[src/rtl/tcrd_pkg.sv]
// shared types and constants for the typed column record decoder
package tcrd_pkg;

   // configuration port
   localparam int CSR_INDEX_BITS = 2;
   localparam int CSR_DATA_BITS  = 32;

   localparam logic [CSR_INDEX_BITS-1:0] CSR_COLUMN_COUNT = 2'd0;
   localparam logic [CSR_INDEX_BITS-1:0] CSR_SKIP_INDEX   = 2'd1;
   localparam logic [CSR_INDEX_BITS-1:0] CSR_BASE_OFFSET  = 2'd2;

   // result kinds
   localparam logic [1:0] KIND_COLUMN = 2'd0;
   localparam logic [1:0] KIND_ERROR  = 2'd1;
   localparam logic [1:0] KIND_DONE   = 2'd2;

   // reported value types
   localparam logic [2:0] VT_INTEGER = 3'd0;
   localparam logic [2:0] VT_FLOAT   = 3'd1;
   localparam logic [2:0] VT_TEXT    = 3'd2;
   localparam logic [2:0] VT_BLOB    = 3'd3;
   localparam logic [2:0] VT_NULL    = 3'd4;
   localparam logic [2:0] VT_SLICE   = 3'd5;

   // column type codes in the type byte
   localparam logic [2:0] CT_NEG_INT   = 3'd0;
   localparam logic [2:0] CT_INT       = 3'd1;
   localparam logic [2:0] CT_FLOAT     = 3'd2;
   localparam logic [2:0] CT_TEXT      = 3'd3;
   localparam logic [2:0] CT_BLOB      = 3'd4;
   localparam logic [2:0] CT_NULL      = 3'd5;
   localparam logic [2:0] CT_MIN_INT   = 3'd6;
   localparam logic [2:0] CT_NEG_FLOAT = 3'd7;

   // error causes
   localparam logic CAUSE_TRUNCATED  = 1'b0;
   localparam logic CAUSE_BAD_LENGTH = 1'b1;

   typedef struct packed {
      logic [7:0] data_byte;
      logic       first_byte;
      logic       last_byte;
   } req_type;

   typedef struct packed {
      logic [1:0]         kind;
      logic [7:0]         column_index;
      logic [2:0]         value_type;
      logic signed [63:0] int_value;
      logic [63:0]        float_bits;
      logic [31:0]        data_offset;
      logic               error_cause;
      logic [7:0]         column_total;
      logic [31:0]        end_offset;
      logic               is_last;
   } rsp_type;

   typedef struct packed {
      logic signed [8:0] column_count;
      logic signed [8:0] skip_index;
      logic [31:0]       base_offset;
   } cfg_type;

   // results produced by one byte, first slot leads
   typedef struct packed {
      logic [1:0] count;
      rsp_type    slot0;
      rsp_type    slot1;
   } push_type;

endpackage

[src/rtl/tcrd_csr.sv]
// configuration registers of the record decoder
module tcrd_csr (
   input  logic                                   clock,
   input  logic                                   reset,
   input  logic                                   csr_write,
   input  logic [tcrd_pkg::CSR_INDEX_BITS-1:0]    csr_index,
   input  logic [tcrd_pkg::CSR_DATA_BITS-1:0]     csr_wdata,
   output tcrd_pkg::cfg_type                      cfg
);
   import tcrd_pkg::*;

   cfg_type cfg_ff;
   cfg_type cfg_in;

   // decode the register index
   always_comb begin
      cfg_in = cfg_ff;
      if (csr_write) begin
         case (csr_index)
            CSR_COLUMN_COUNT: cfg_in.column_count = csr_wdata[8:0];
            CSR_SKIP_INDEX:   cfg_in.skip_index   = csr_wdata[8:0];
            CSR_BASE_OFFSET:  cfg_in.base_offset  = csr_wdata[31:0];
            default:          cfg_in = cfg_ff;
         endcase
      end
   end

   always_ff @(posedge clock) begin
      if (reset) begin
         cfg_ff.column_count <= -9'sd1;
         cfg_ff.skip_index   <= -9'sd1;
         cfg_ff.base_offset  <= '0;
      end else begin
         cfg_ff <= cfg_in;
      end
   end

   assign cfg = cfg_ff;

endmodule

[src/rtl/tcrd_parse.sv]
// running parse state and per-byte result generation
module tcrd_parse #(
   parameter int OFFSET_BITS = 32
) (
   input  logic               clock,
   input  logic               reset,
   input  tcrd_pkg::cfg_type  cfg,
   input  logic               in_accept,
   input  tcrd_pkg::req_type  req,
   output tcrd_pkg::push_type push
);
   import tcrd_pkg::*;

   typedef enum logic [2:0] {
      PH_IDLE,
      PH_COUNT,
      PH_TYPE,
      PH_FIELD,
      PH_PAYLOAD,
      PH_HALT
   } phase_type;

   phase_type              phase_ff, phase_in;
   logic [7:0]             columns_left_ff, columns_left_in;
   logic [7:0]             column_number_ff, column_number_in;
   logic [2:0]             current_type_ff, current_type_in;
   logic [4:0]             type_length_ff, type_length_in;
   logic [3:0]             field_left_ff, field_left_in;
   logic [63:0]            accumulator_ff, accumulator_in;
   logic [63:0]            payload_left_ff, payload_left_in;
   logic [OFFSET_BITS-1:0] byte_position_ff, byte_position_in;
   logic [OFFSET_BITS-1:0] column_start_ff, column_start_in;
   logic [OFFSET_BITS-1:0] payload_start_ff, payload_start_in;

   // buffer offset: wraps at the offset width, then cut to 32 bits
   function automatic logic [31:0] buf_offset(input logic [31:0] base,
                                              input logic [OFFSET_BITS-1:0] pos);
      logic [OFFSET_BITS-1:0] sum;
      sum = OFFSET_BITS'(base) + pos;
      return 32'(sum);
   endfunction

   // next state and results for the byte on the input
   always_comb begin
      logic                   run;
      logic                   active;
      logic                   fin;
      logic                   done;
      logic                   ill;
      logic                   trunc;
      logic                   skip;
      logic                   len_ok;
      logic                   is_float;
      logic [2:0]             t;
      logic [4:0]             len;
      logic [2:0]             lane;
      logic [63:0]            slice;
      logic [OFFSET_BITS-1:0] pos;
      rsp_type                col_res;
      rsp_type                done_res;
      rsp_type                err_res;
      logic [1:0]             n;

      phase_in         = phase_ff;
      columns_left_in  = columns_left_ff;
      column_number_in = column_number_ff;
      current_type_in  = current_type_ff;
      type_length_in   = type_length_ff;
      field_left_in    = field_left_ff;
      accumulator_in   = accumulator_ff;
      payload_left_in  = payload_left_ff;
      byte_position_in = byte_position_ff;
      column_start_in  = column_start_ff;
      payload_start_in = payload_start_ff;

      run      = 1'b1;
      active   = 1'b0;
      fin      = 1'b0;
      done     = 1'b0;
      ill      = 1'b0;
      trunc    = 1'b0;
      skip     = 1'b0;
      len_ok   = 1'b0;
      is_float = 1'b0;
      t        = req.data_byte[2:0];
      len      = req.data_byte[7:3];
      lane     = '0;
      slice    = '0;
      pos      = byte_position_ff;
      col_res  = '0;
      done_res = '0;
      err_res  = '0;

      // restart on the first byte of a buffer
      if (req.first_byte) begin
         byte_position_in = '0;
         column_number_in = '0;
         accumulator_in   = '0;
         payload_left_in  = '0;
         field_left_in    = '0;
         column_start_in  = '0;
         payload_start_in = '0;
         if (cfg.column_count[8]) begin
            phase_in = PH_COUNT;
         end else begin
            columns_left_in = cfg.column_count[7:0];
            if (columns_left_in == 8'd0) begin
               // empty record: done at once, byte not consumed
               done     = 1'b1;
               run      = 1'b0;
               phase_in = PH_HALT;
            end else begin
               phase_in = PH_TYPE;
            end
         end
      end

      // consume the byte
      if (run && phase_in != PH_IDLE && phase_in != PH_HALT) begin
         active           = 1'b1;
         pos              = byte_position_in;
         byte_position_in = byte_position_in + OFFSET_BITS'(1);
         case (phase_in)
            PH_COUNT: begin
               columns_left_in = req.data_byte;
               if (req.data_byte == 8'd0) begin
                  done     = 1'b1;
                  phase_in = PH_HALT;
               end else begin
                  phase_in = PH_TYPE;
               end
            end
            PH_TYPE: begin
               column_start_in = pos;
               current_type_in = t;
               type_length_in  = len;
               accumulator_in  = '0;
               if (t == CT_NEG_INT || t == CT_INT || t == CT_TEXT || t == CT_BLOB) begin
                  len_ok = (len >= 5'd1) && (len <= 5'd8);
               end else begin
                  len_ok = (len == 5'd0);
               end
               if (!len_ok) begin
                  ill      = 1'b1;
                  phase_in = PH_HALT;
               end else if (t == CT_NULL || t == CT_MIN_INT) begin
                  fin = 1'b1;
               end else begin
                  is_float      = (t == CT_FLOAT) || (t == CT_NEG_FLOAT);
                  field_left_in = is_float ? 4'd8 : len[3:0];
                  phase_in      = PH_FIELD;
               end
            end
            PH_FIELD: begin
               is_float = (current_type_in == CT_FLOAT) || (current_type_in == CT_NEG_FLOAT);
               if (is_float) begin
                  // float bytes land least significant first
                  lane = 3'(4'd8 - field_left_in);
                  for (int k = 0; k < 8; k++) begin
                     if (lane == 3'(k)) begin
                        accumulator_in[8*k +: 8] = accumulator_in[8*k +: 8] | req.data_byte;
                     end
                  end
               end else begin
                  accumulator_in = {accumulator_in[55:0], req.data_byte};
               end
               field_left_in = field_left_in - 4'd1;
               if (field_left_in == 4'd0) begin
                  if (current_type_in == CT_TEXT || current_type_in == CT_BLOB) begin
                     payload_left_in  = accumulator_in;
                     payload_start_in = pos + OFFSET_BITS'(1);
                     if (accumulator_in == 64'd0) begin
                        fin = 1'b1;
                     end else begin
                        phase_in = PH_PAYLOAD;
                     end
                  end else begin
                     fin = 1'b1;
                  end
               end
            end
            PH_PAYLOAD: begin
               payload_left_in = payload_left_in - 64'd1;
               if (payload_left_in == 64'd0) begin
                  fin = 1'b1;
               end
            end
            default: begin
               fin = 1'b0;
            end
         endcase
      end

      // column result
      if (fin) begin
         skip = !cfg.skip_index[8] && (cfg.skip_index[7:0] == column_number_in);
         col_res.kind         = KIND_COLUMN;
         col_res.column_index = column_number_in;
         if (skip) begin
            if (current_type_in == CT_FLOAT || current_type_in == CT_NEG_FLOAT) begin
               slice = 64'd9;
            end else if (current_type_in <= CT_BLOB) begin
               slice = 64'(type_length_in) + 64'd1;
            end else begin
               slice = 64'd1;
            end
            if (current_type_in == CT_TEXT || current_type_in == CT_BLOB) begin
               slice = slice + accumulator_in;
            end
            col_res.value_type  = VT_SLICE;
            col_res.int_value   = slice;
            col_res.data_offset = buf_offset(cfg.base_offset, column_start_in);
         end else begin
            case (current_type_in)
               CT_NEG_INT: begin
                  col_res.value_type = VT_INTEGER;
                  col_res.int_value  = 64'd0 - accumulator_in;
               end
               CT_INT: begin
                  col_res.value_type = VT_INTEGER;
                  col_res.int_value  = accumulator_in;
               end
               CT_FLOAT: begin
                  col_res.value_type = VT_FLOAT;
                  col_res.float_bits = accumulator_in;
               end
               CT_NEG_FLOAT: begin
                  col_res.value_type = VT_FLOAT;
                  col_res.float_bits = {~accumulator_in[63], accumulator_in[62:0]};
               end
               CT_TEXT: begin
                  col_res.value_type  = VT_TEXT;
                  col_res.int_value   = accumulator_in;
                  col_res.data_offset = buf_offset(cfg.base_offset, payload_start_in);
               end
               CT_BLOB: begin
                  col_res.value_type  = VT_BLOB;
                  col_res.int_value   = accumulator_in;
                  col_res.data_offset = buf_offset(cfg.base_offset, payload_start_in);
               end
               CT_NULL: begin
                  col_res.value_type = VT_NULL;
               end
               default: begin
                  col_res.value_type = VT_INTEGER;
                  col_res.int_value  = {1'b1, 63'd0};
               end
            endcase
         end
         column_number_in = column_number_in + 8'd1;
         columns_left_in  = columns_left_in - 8'd1;
         if (columns_left_in == 8'd0) begin
            done     = 1'b1;
            phase_in = PH_HALT;
         end else begin
            phase_in = PH_TYPE;
         end
      end

      // truncated buffer
      if (active && req.last_byte && phase_in != PH_HALT) begin
         trunc    = 1'b1;
         phase_in = PH_HALT;
      end

      done_res.kind         = KIND_DONE;
      done_res.column_total = column_number_in;
      done_res.end_offset   = buf_offset(cfg.base_offset, byte_position_in);

      err_res.kind         = KIND_ERROR;
      err_res.column_index = column_number_in;
      err_res.error_cause  = ill ? CAUSE_BAD_LENGTH : CAUSE_TRUNCATED;

      // order the results into the two slots
      n = {1'b0, fin} + {1'b0, (done | ill | trunc)};
      if (fin) begin
         push.slot0 = col_res;
      end else if (done) begin
         push.slot0 = done_res;
      end else begin
         push.slot0 = err_res;
      end
      push.slot1 = done ? done_res : err_res;
      if (n == 2'd2) begin
         push.slot1.is_last = 1'b1;
      end else begin
         push.slot0.is_last = 1'b1;
      end
      push.count = in_accept ? n : 2'd0;
   end

   always_ff @(posedge clock) begin
      if (reset) begin
         phase_ff         <= PH_IDLE;
         columns_left_ff  <= '0;
         column_number_ff <= '0;
         current_type_ff  <= '0;
         type_length_ff   <= '0;
         field_left_ff    <= '0;
         accumulator_ff   <= '0;
         payload_left_ff  <= '0;
         byte_position_ff <= '0;
         column_start_ff  <= '0;
         payload_start_ff <= '0;
      end else if (in_accept) begin
         phase_ff         <= phase_in;
         columns_left_ff  <= columns_left_in;
         column_number_ff <= column_number_in;
         current_type_ff  <= current_type_in;
         type_length_ff   <= type_length_in;
         field_left_ff    <= field_left_in;
         accumulator_ff   <= accumulator_in;
         payload_left_ff  <= payload_left_in;
         byte_position_ff <= byte_position_in;
         column_start_ff  <= column_start_in;
         payload_start_ff <= payload_start_in;
      end
   end

endmodule

[src/rtl/tcrd_queue.sv]
// result queue: takes up to two results a cycle, hands out one per transfer
module tcrd_queue (
   input  logic               clock,
   input  logic               reset,
   input  tcrd_pkg::push_type push,
   output logic               room,
   output logic               rsp_valid,
   input  logic               rsp_stall,
   output tcrd_pkg::rsp_type  rsp_data
);
   import tcrd_pkg::*;

   localparam int DEPTH     = 4;
   localparam int PTR_BITS  = $clog2(DEPTH);
   localparam int CNT_BITS  = $clog2(DEPTH + 1);

   rsp_type               entry_ff [DEPTH];
   logic [PTR_BITS-1:0]   wr_ptr_ff, wr_ptr_in;
   logic [PTR_BITS-1:0]   rd_ptr_ff, rd_ptr_in;
   logic [CNT_BITS-1:0]   count_ff, count_in;
   logic                  pop;

   assign pop       = rsp_valid && !rsp_stall;
   assign rsp_valid = (count_ff != '0);
   assign rsp_data  = entry_ff[rd_ptr_ff];
   // room for the worst case of two results from one byte
   assign room      = (count_ff <= CNT_BITS'(DEPTH - 2));

   // pointer and fill bookkeeping
   always_comb begin
      wr_ptr_in = wr_ptr_ff + PTR_BITS'(push.count);
      rd_ptr_in = rd_ptr_ff + PTR_BITS'(pop);
      count_in  = count_ff + CNT_BITS'(push.count) - CNT_BITS'(pop);
   end

   always_ff @(posedge clock) begin
      if (reset) begin
         wr_ptr_ff <= '0;
         rd_ptr_ff <= '0;
         count_ff  <= '0;
      end else begin
         wr_ptr_ff <= wr_ptr_in;
         rd_ptr_ff <= rd_ptr_in;
         count_ff  <= count_in;
      end
   end

   // result storage
   always_ff @(posedge clock) begin
      if (push.count != 2'd0) begin
         entry_ff[wr_ptr_ff] <= push.slot0;
      end
      if (push.count == 2'd2) begin
         entry_ff[wr_ptr_ff + PTR_BITS'(1)] <= push.slot1;
      end
   end

endmodule

[src/rtl/typed_column_record_decoder.sv]
// top level of the typed column record decoder
// a byte's results are registered in the result queue at its transfer and offered on rsp from there
// throughput: one byte per cycle while req_stall is low; a byte gives up to two results,
//   queued four deep, and req_stall rises while fewer than two queue entries are free
// reset: synchronous, clears the parse state to idle, empties the result queue
//   and sets column_count and skip_index to -1 and base_offset to 0
module typed_column_record_decoder #(
   parameter int OFFSET_BITS = 32
) (
   input  logic                                clock,
   input  logic                                reset,
   input  logic                                req_valid,
   output logic                                req_stall,
   input  tcrd_pkg::req_type                   req_data,
   output logic                                rsp_valid,
   input  logic                                rsp_stall,
   output tcrd_pkg::rsp_type                   rsp_data,
   input  logic                                csr_write,
   input  logic [tcrd_pkg::CSR_INDEX_BITS-1:0] csr_index,
   input  logic [tcrd_pkg::CSR_DATA_BITS-1:0]  csr_wdata
);
   import tcrd_pkg::*;

   cfg_type  cfg;
   push_type push;
   logic     room;
   logic     in_accept;

   // input transfer
   assign req_stall = !room;
   assign in_accept = req_valid && room;

   tcrd_csr u_csr (
      .clock     (clock),
      .reset     (reset),
      .csr_write (csr_write),
      .csr_index (csr_index),
      .csr_wdata (csr_wdata),
      .cfg       (cfg)
   );

   tcrd_parse #(
      .OFFSET_BITS (OFFSET_BITS)
   ) u_parse (
      .clock     (clock),
      .reset     (reset),
      .cfg       (cfg),
      .in_accept (in_accept),
      .req       (req_data),
      .push      (push)
   );

   tcrd_queue u_queue (
      .clock     (clock),
      .reset     (reset),
      .push      (push),
      .room      (room),
      .rsp_valid (rsp_valid),
      .rsp_stall (rsp_stall),
      .rsp_data  (rsp_data)
   );

endmodule
[config.mk]
export PLATFORM = sky130hd
export DESIGN_NAME = typed_column_record_decoder
export DESIGN_NICKNAME = d
export VERILOG_FILES = /design/src/rtl/tcrd_pkg.sv /design/src/rtl/tcrd_csr.sv /design/src/rtl/tcrd_parse.sv /design/src/rtl/tcrd_queue.sv /design/src/rtl/typed_column_record_decoder.sv
export SDC_FILE = /design/constraint.sdc
export NUM_CORES = 2
export LEC_CHECK = 0
export ABC_AREA = 1
export BUFFER_PORTS_ARGS = -buffer_cell sky130_fd_sc_hd__buf_2
export CAP_MARGIN = 10
export CORE_MARGIN = 2
export CORE_UTILIZATION = 50
export CTS_BUF_LIST = sky130_fd_sc_hd__clkbuf_4
export CTS_CLUSTER_SIZE = 25
export DETAILED_ROUTE_END_ITERATION = 10
export PLACE_DENSITY = 0.74
export SLEW_MARGIN = 20
export SYNTH_ARGS = -nofsm -noshare
export SYNTH_HDL_FRONTEND = slang
export SYNTH_SLANG_ARGS = --single-unit
[constraint.sdc]
create_clock -name clock -period 5.8 [get_ports clock]
set_input_delay 0.29 -clock clock [delete_from_list [all_inputs] [get_ports clock]]
set_output_delay 0.29 -clock clock [all_outputs]
set_load 0.01 [all_outputs]
==> metrics.md <==
| Metric | Value |
|---|---|
| Net Sw Frac | 42.9% |
| Critical path required time | 6.97 ns |
| Drt drc | 0 |
| Reg clk slew, reported paths | 0.08 ns |
| Yosys top cell by area | dfxtp_1 |
| Power Dens Cells | 358 nW/um^2 |
| Buffers on Ports | 265 |
| Post-synth cell types | 59 |
| Share of the synthesized area in the top cell type | 28.5% |
| Pin count of the biggest net entering global routing | 209 |
| Fin. Hold Viols | 0 |
| Layout cells sized above 1 | 13.5% |
| Kind of start point of the critical path | flip-flop |
| Number of synthesized register bits | 1172 |
| Yosys warns | 0 |
| Crit Path Class | reg2reg |
| # H-tree levels | 5 |
| CP Max Fanout | 86 |
| Sequential share of power | 32.6% |
| Post-Layout Cell Count | 13100 |
| Num ports | 266 |
| Routed len/inst | 21.9 um |
| Peak Freq | 0.179 GHz |
| Clk_lat worst skew | 1.35 ns |
| Pre-CTS WS | 0.0792 ns |
| Syn avg cell area | 6.52 sq um |
| Minimum clock period after layout | 5.58 ns |
| Area grow syn2layout | 18.0% |
| DRT iter0 DRCs | 9570 |
| Normalized max-slew margin | 22.2% |
| Ys flop type | dfxtp_1 |
| Dpl hpwl | 200000 um |
| FP Rows | 135 |
| Max VDD drop | 347 uV |
| Area contributors post-synth | dfxtp_1 (29%), nand2_1 (14%), o21ai_0 (11%) |
| Comb pwr share | 41.2% |
| Clk pwr share | 26.1% |
| Core area | 135000 sq um |
| Num CTS Buffers | 333 |
| First-pass GRT wire length | 427000 um |
| Placer Congestion | 1.07 |
| Fill cells | 12900 |
| Worst R2R End | u_queue.entry_ff[2][115] |
| Synth top cells by count | nand2_1 (2479), nor2_1 (1516), o21ai_0 (1483), dfxtp_1 (964), inv_1 (876) |
| Overall Global Routing Usage | 40.0% |
| Final Skew | 0.112 ns |
| Die area | 138000 sq um |
| R2r startpoint | u_parse.field_left_ff[1] |
| Die Wd | 372 um |
| Clock sink total | 1172 |
| Syn nets | 10600 |
| Vias in the first global route | 71800 |
| Die Ht | 372 um |
| P_leak | 36.1 nW |
| Crit end category | flip-flop |
| Post-Place Cells | 12400 |
| Syn Inst Count | 10400 |
| Cell Int Power | 16.3 mW |
| Clock Tree Buf Depth | 4 |
| Least-Margin Pin Slew | 1.17 ns |
| Via count | 77500 |
| GRT overflow | 0 |
| Status | finished clean |
| Final period utilization | 96.2% |
| Worst path max stage delay | 0.39 ns |
| Routed wire length | 288000 um |
| Final Worst Setup Slack | 0.221 ns |
| Post-synth EDFFs | 208 |
| Critical path arrival | 6.75 ns |
| Post-route ant nets | 0 |
| Max-cap violations | 0 |
| Drt first pass iters | 6 |
| Critical path's slowest cell | o21ai_0 |
| Final setup fails | 0 |
| RSZ-0062 raised after global routing | false |
| Critical path destination | u_queue.entry_ff[2][115] |
| CTS tree | yes |
| R2R cell count | 36 |
| Reg2reg setup slack | 0.22 ns |
| Antenna violations before repair | 11 |
| Psw | 12.3 mW |
| Top-count cell post-synth | nand2_1 |
| Fraction of registers with async set/reset | 0% |
| Clk Tree Root Cell | clkbuf_4 |
| Seq/Total Area, Yosys | 37.7% |
| Register area | 25600 sq um |
| Final nets | 11300 |
| Most common cell on crit path | nand2_1 |
| Multi-input logic area | 36500 sq um |
| Worst min-delay path category | in2reg |
| Vias per inst | 5.90 |
| Final Max Slew Viols | 0 |
| Cell area after synthesis | 67700 sq um |
| CP Launch Point | u_parse.field_left_ff[1] |
| Initial Utilization | 50.2% |
state kept, by name (all words and copies together), names as in the netlist:
register                  count
u_queue.entry_ff            860
u_queue.count_ff              3
u_parse.columns_left_ff       8
u_parse.accumulator_ff       64
u_parse.payload_left_ff      64
u_parse.phase_ff              3
u_parse.current_type_ff       3
u_parse.byte_position_ff     32
u_queue.rd_ptr_ff             2
u_parse.column_start_ff      32
u_parse.column_number_ff      8
u_csr.cfg                    50
u_parse.payload_start_ff     32
u_parse.field_left_ff         4
u_queue.wr_ptr_ff             2
u_parse.type_length_ff        5
layer usage:
metal | routed length (um) | track usage, % | vias to the layer above
li1 | - | - | 36000
met3 | 27900 | 8.64 | 1048
met4 | 22500 | 27.9 | 6
met1 | 107000 | 47.9 | 36000
met2 | 130000 | 64.0 | 4408
met5 | 35 | 0 | -
cells by family (layout without fill, tap and decap cells):
kind of cell,count (synthesis),after routing,synth area share (%)
AOI/OAI and AO/OA,2556,2556,20.4
buffers and inverters,1536,2480,8.76
and+or+nand+nor,4876,4876,29.3
xor gates and xnor gates,114,114,1.47
DFF,1172,1172,37.7
adders and majority gates,124,124,2.35
other,0,13,0
muxes,1,1,0.0148
timing repair:
action	in CTS	in global routing
hold endpoints to repair	256	0
gates resized for setup	0	16
buffers inserted	0	3
endpoints found under the setup margin	0	942
hold buffers	129	0
layout by cell type, fill, tap and decap left out, types with 24 or more instances in the layout:
cell type	synthesis	layout
o211ai_1	52	52
o21ai_1	53	55
or2_2	32	32
o21ai_0	1483	1478
nand3_1	596	593
xor2_1	81	81
inv_1	876	863
clkinv_1	5	71
edfxtp_1	208	208
dlygate4sd3_1	0	128
nand4_1	141	141
buf_2	73	263
ha_1	119	119
a31oi_1	24	24
o22ai_1	227	227
nor2_1	1516	1503
xnor2_1	33	33
buf_12	0	68
buf_4	9	563
dfxtp_1	964	962
nand2_1	2479	2475
o221ai_1	81	81
a21oi_1	547	546
clkbuf_4	0	462
nor3_1	43	36
power groups by stage:
stage | Clock (mW) | Sequential (mW) | Combinational, mW
floorplan | 0 | 9.28 | 6.93
global placement | 0 | 9.46 | 11.2
detailed placement | 0 | 9.48 | 11.3
CTS | 7.54 | 9.30 | 11.4
global route | 7.99 | 9.38 | 12.7
finish | 7.47 | 9.33 | 11.8
stage by stage:
step                total power, mW  utilization [%]  hold WS (ns)  instance area [sq um]  TNS (ns)
CTS                            28.3             59.1       0.00941                  79800         0
floorplan                      16.2                -         0.416                  67800    -0.692
detailed placement             20.8             55.3         0.434                  74600         0
global route                   30.1             59.2        0.0676                  79900         0
finish                         28.6             59.2        0.0947                  79900         0
global placement               20.6             55.3         0.431                  74600         0
how the worst min path moves through the flow:
stage	from	endpoint	slack [ns]	cells after the start
global placement	u_queue.entry_ff[1][147]	u_queue.entry_ff[1][147]	0.43	2
global route	req_data[1]	u_parse.field_left_ff[0]	0.07	7
CTS	csr_index[0]	u_csr.cfg[38]	0.009	7
floorplan	csr_wdata[8]	u_csr.cfg[40]	0.42	2
detailed placement	u_queue.entry_ff[2][154]	u_queue.entry_ff[2][154]	0.43	2
finish	req_data[1]	u_parse.field_left_ff[0]	0.09	7
cell type report:
class,count,area share [%]
Tap cell,1781,2.79
Clock inverter,89,0.576
Sequential cell,1172,32.0
Antenna cell,13,0.0407
Multi-Input combinational cell,7671,45.7
Timing Repair Buffer,1029,10.3
Inverter,900,4.28
Clock buffer,462,4.34
critical path: cells and delay by family, from the launching register on:
family / cells / cell delay, ns
flops: 1 / 0.30
buf+inv: 10 / 1.31
fa+ha+maj: 2 / 0.60
compound gates: 2 / 0.46
simple gates: 22 / 2.50
No activity file was read; power rests on OpenSTA's default activity.
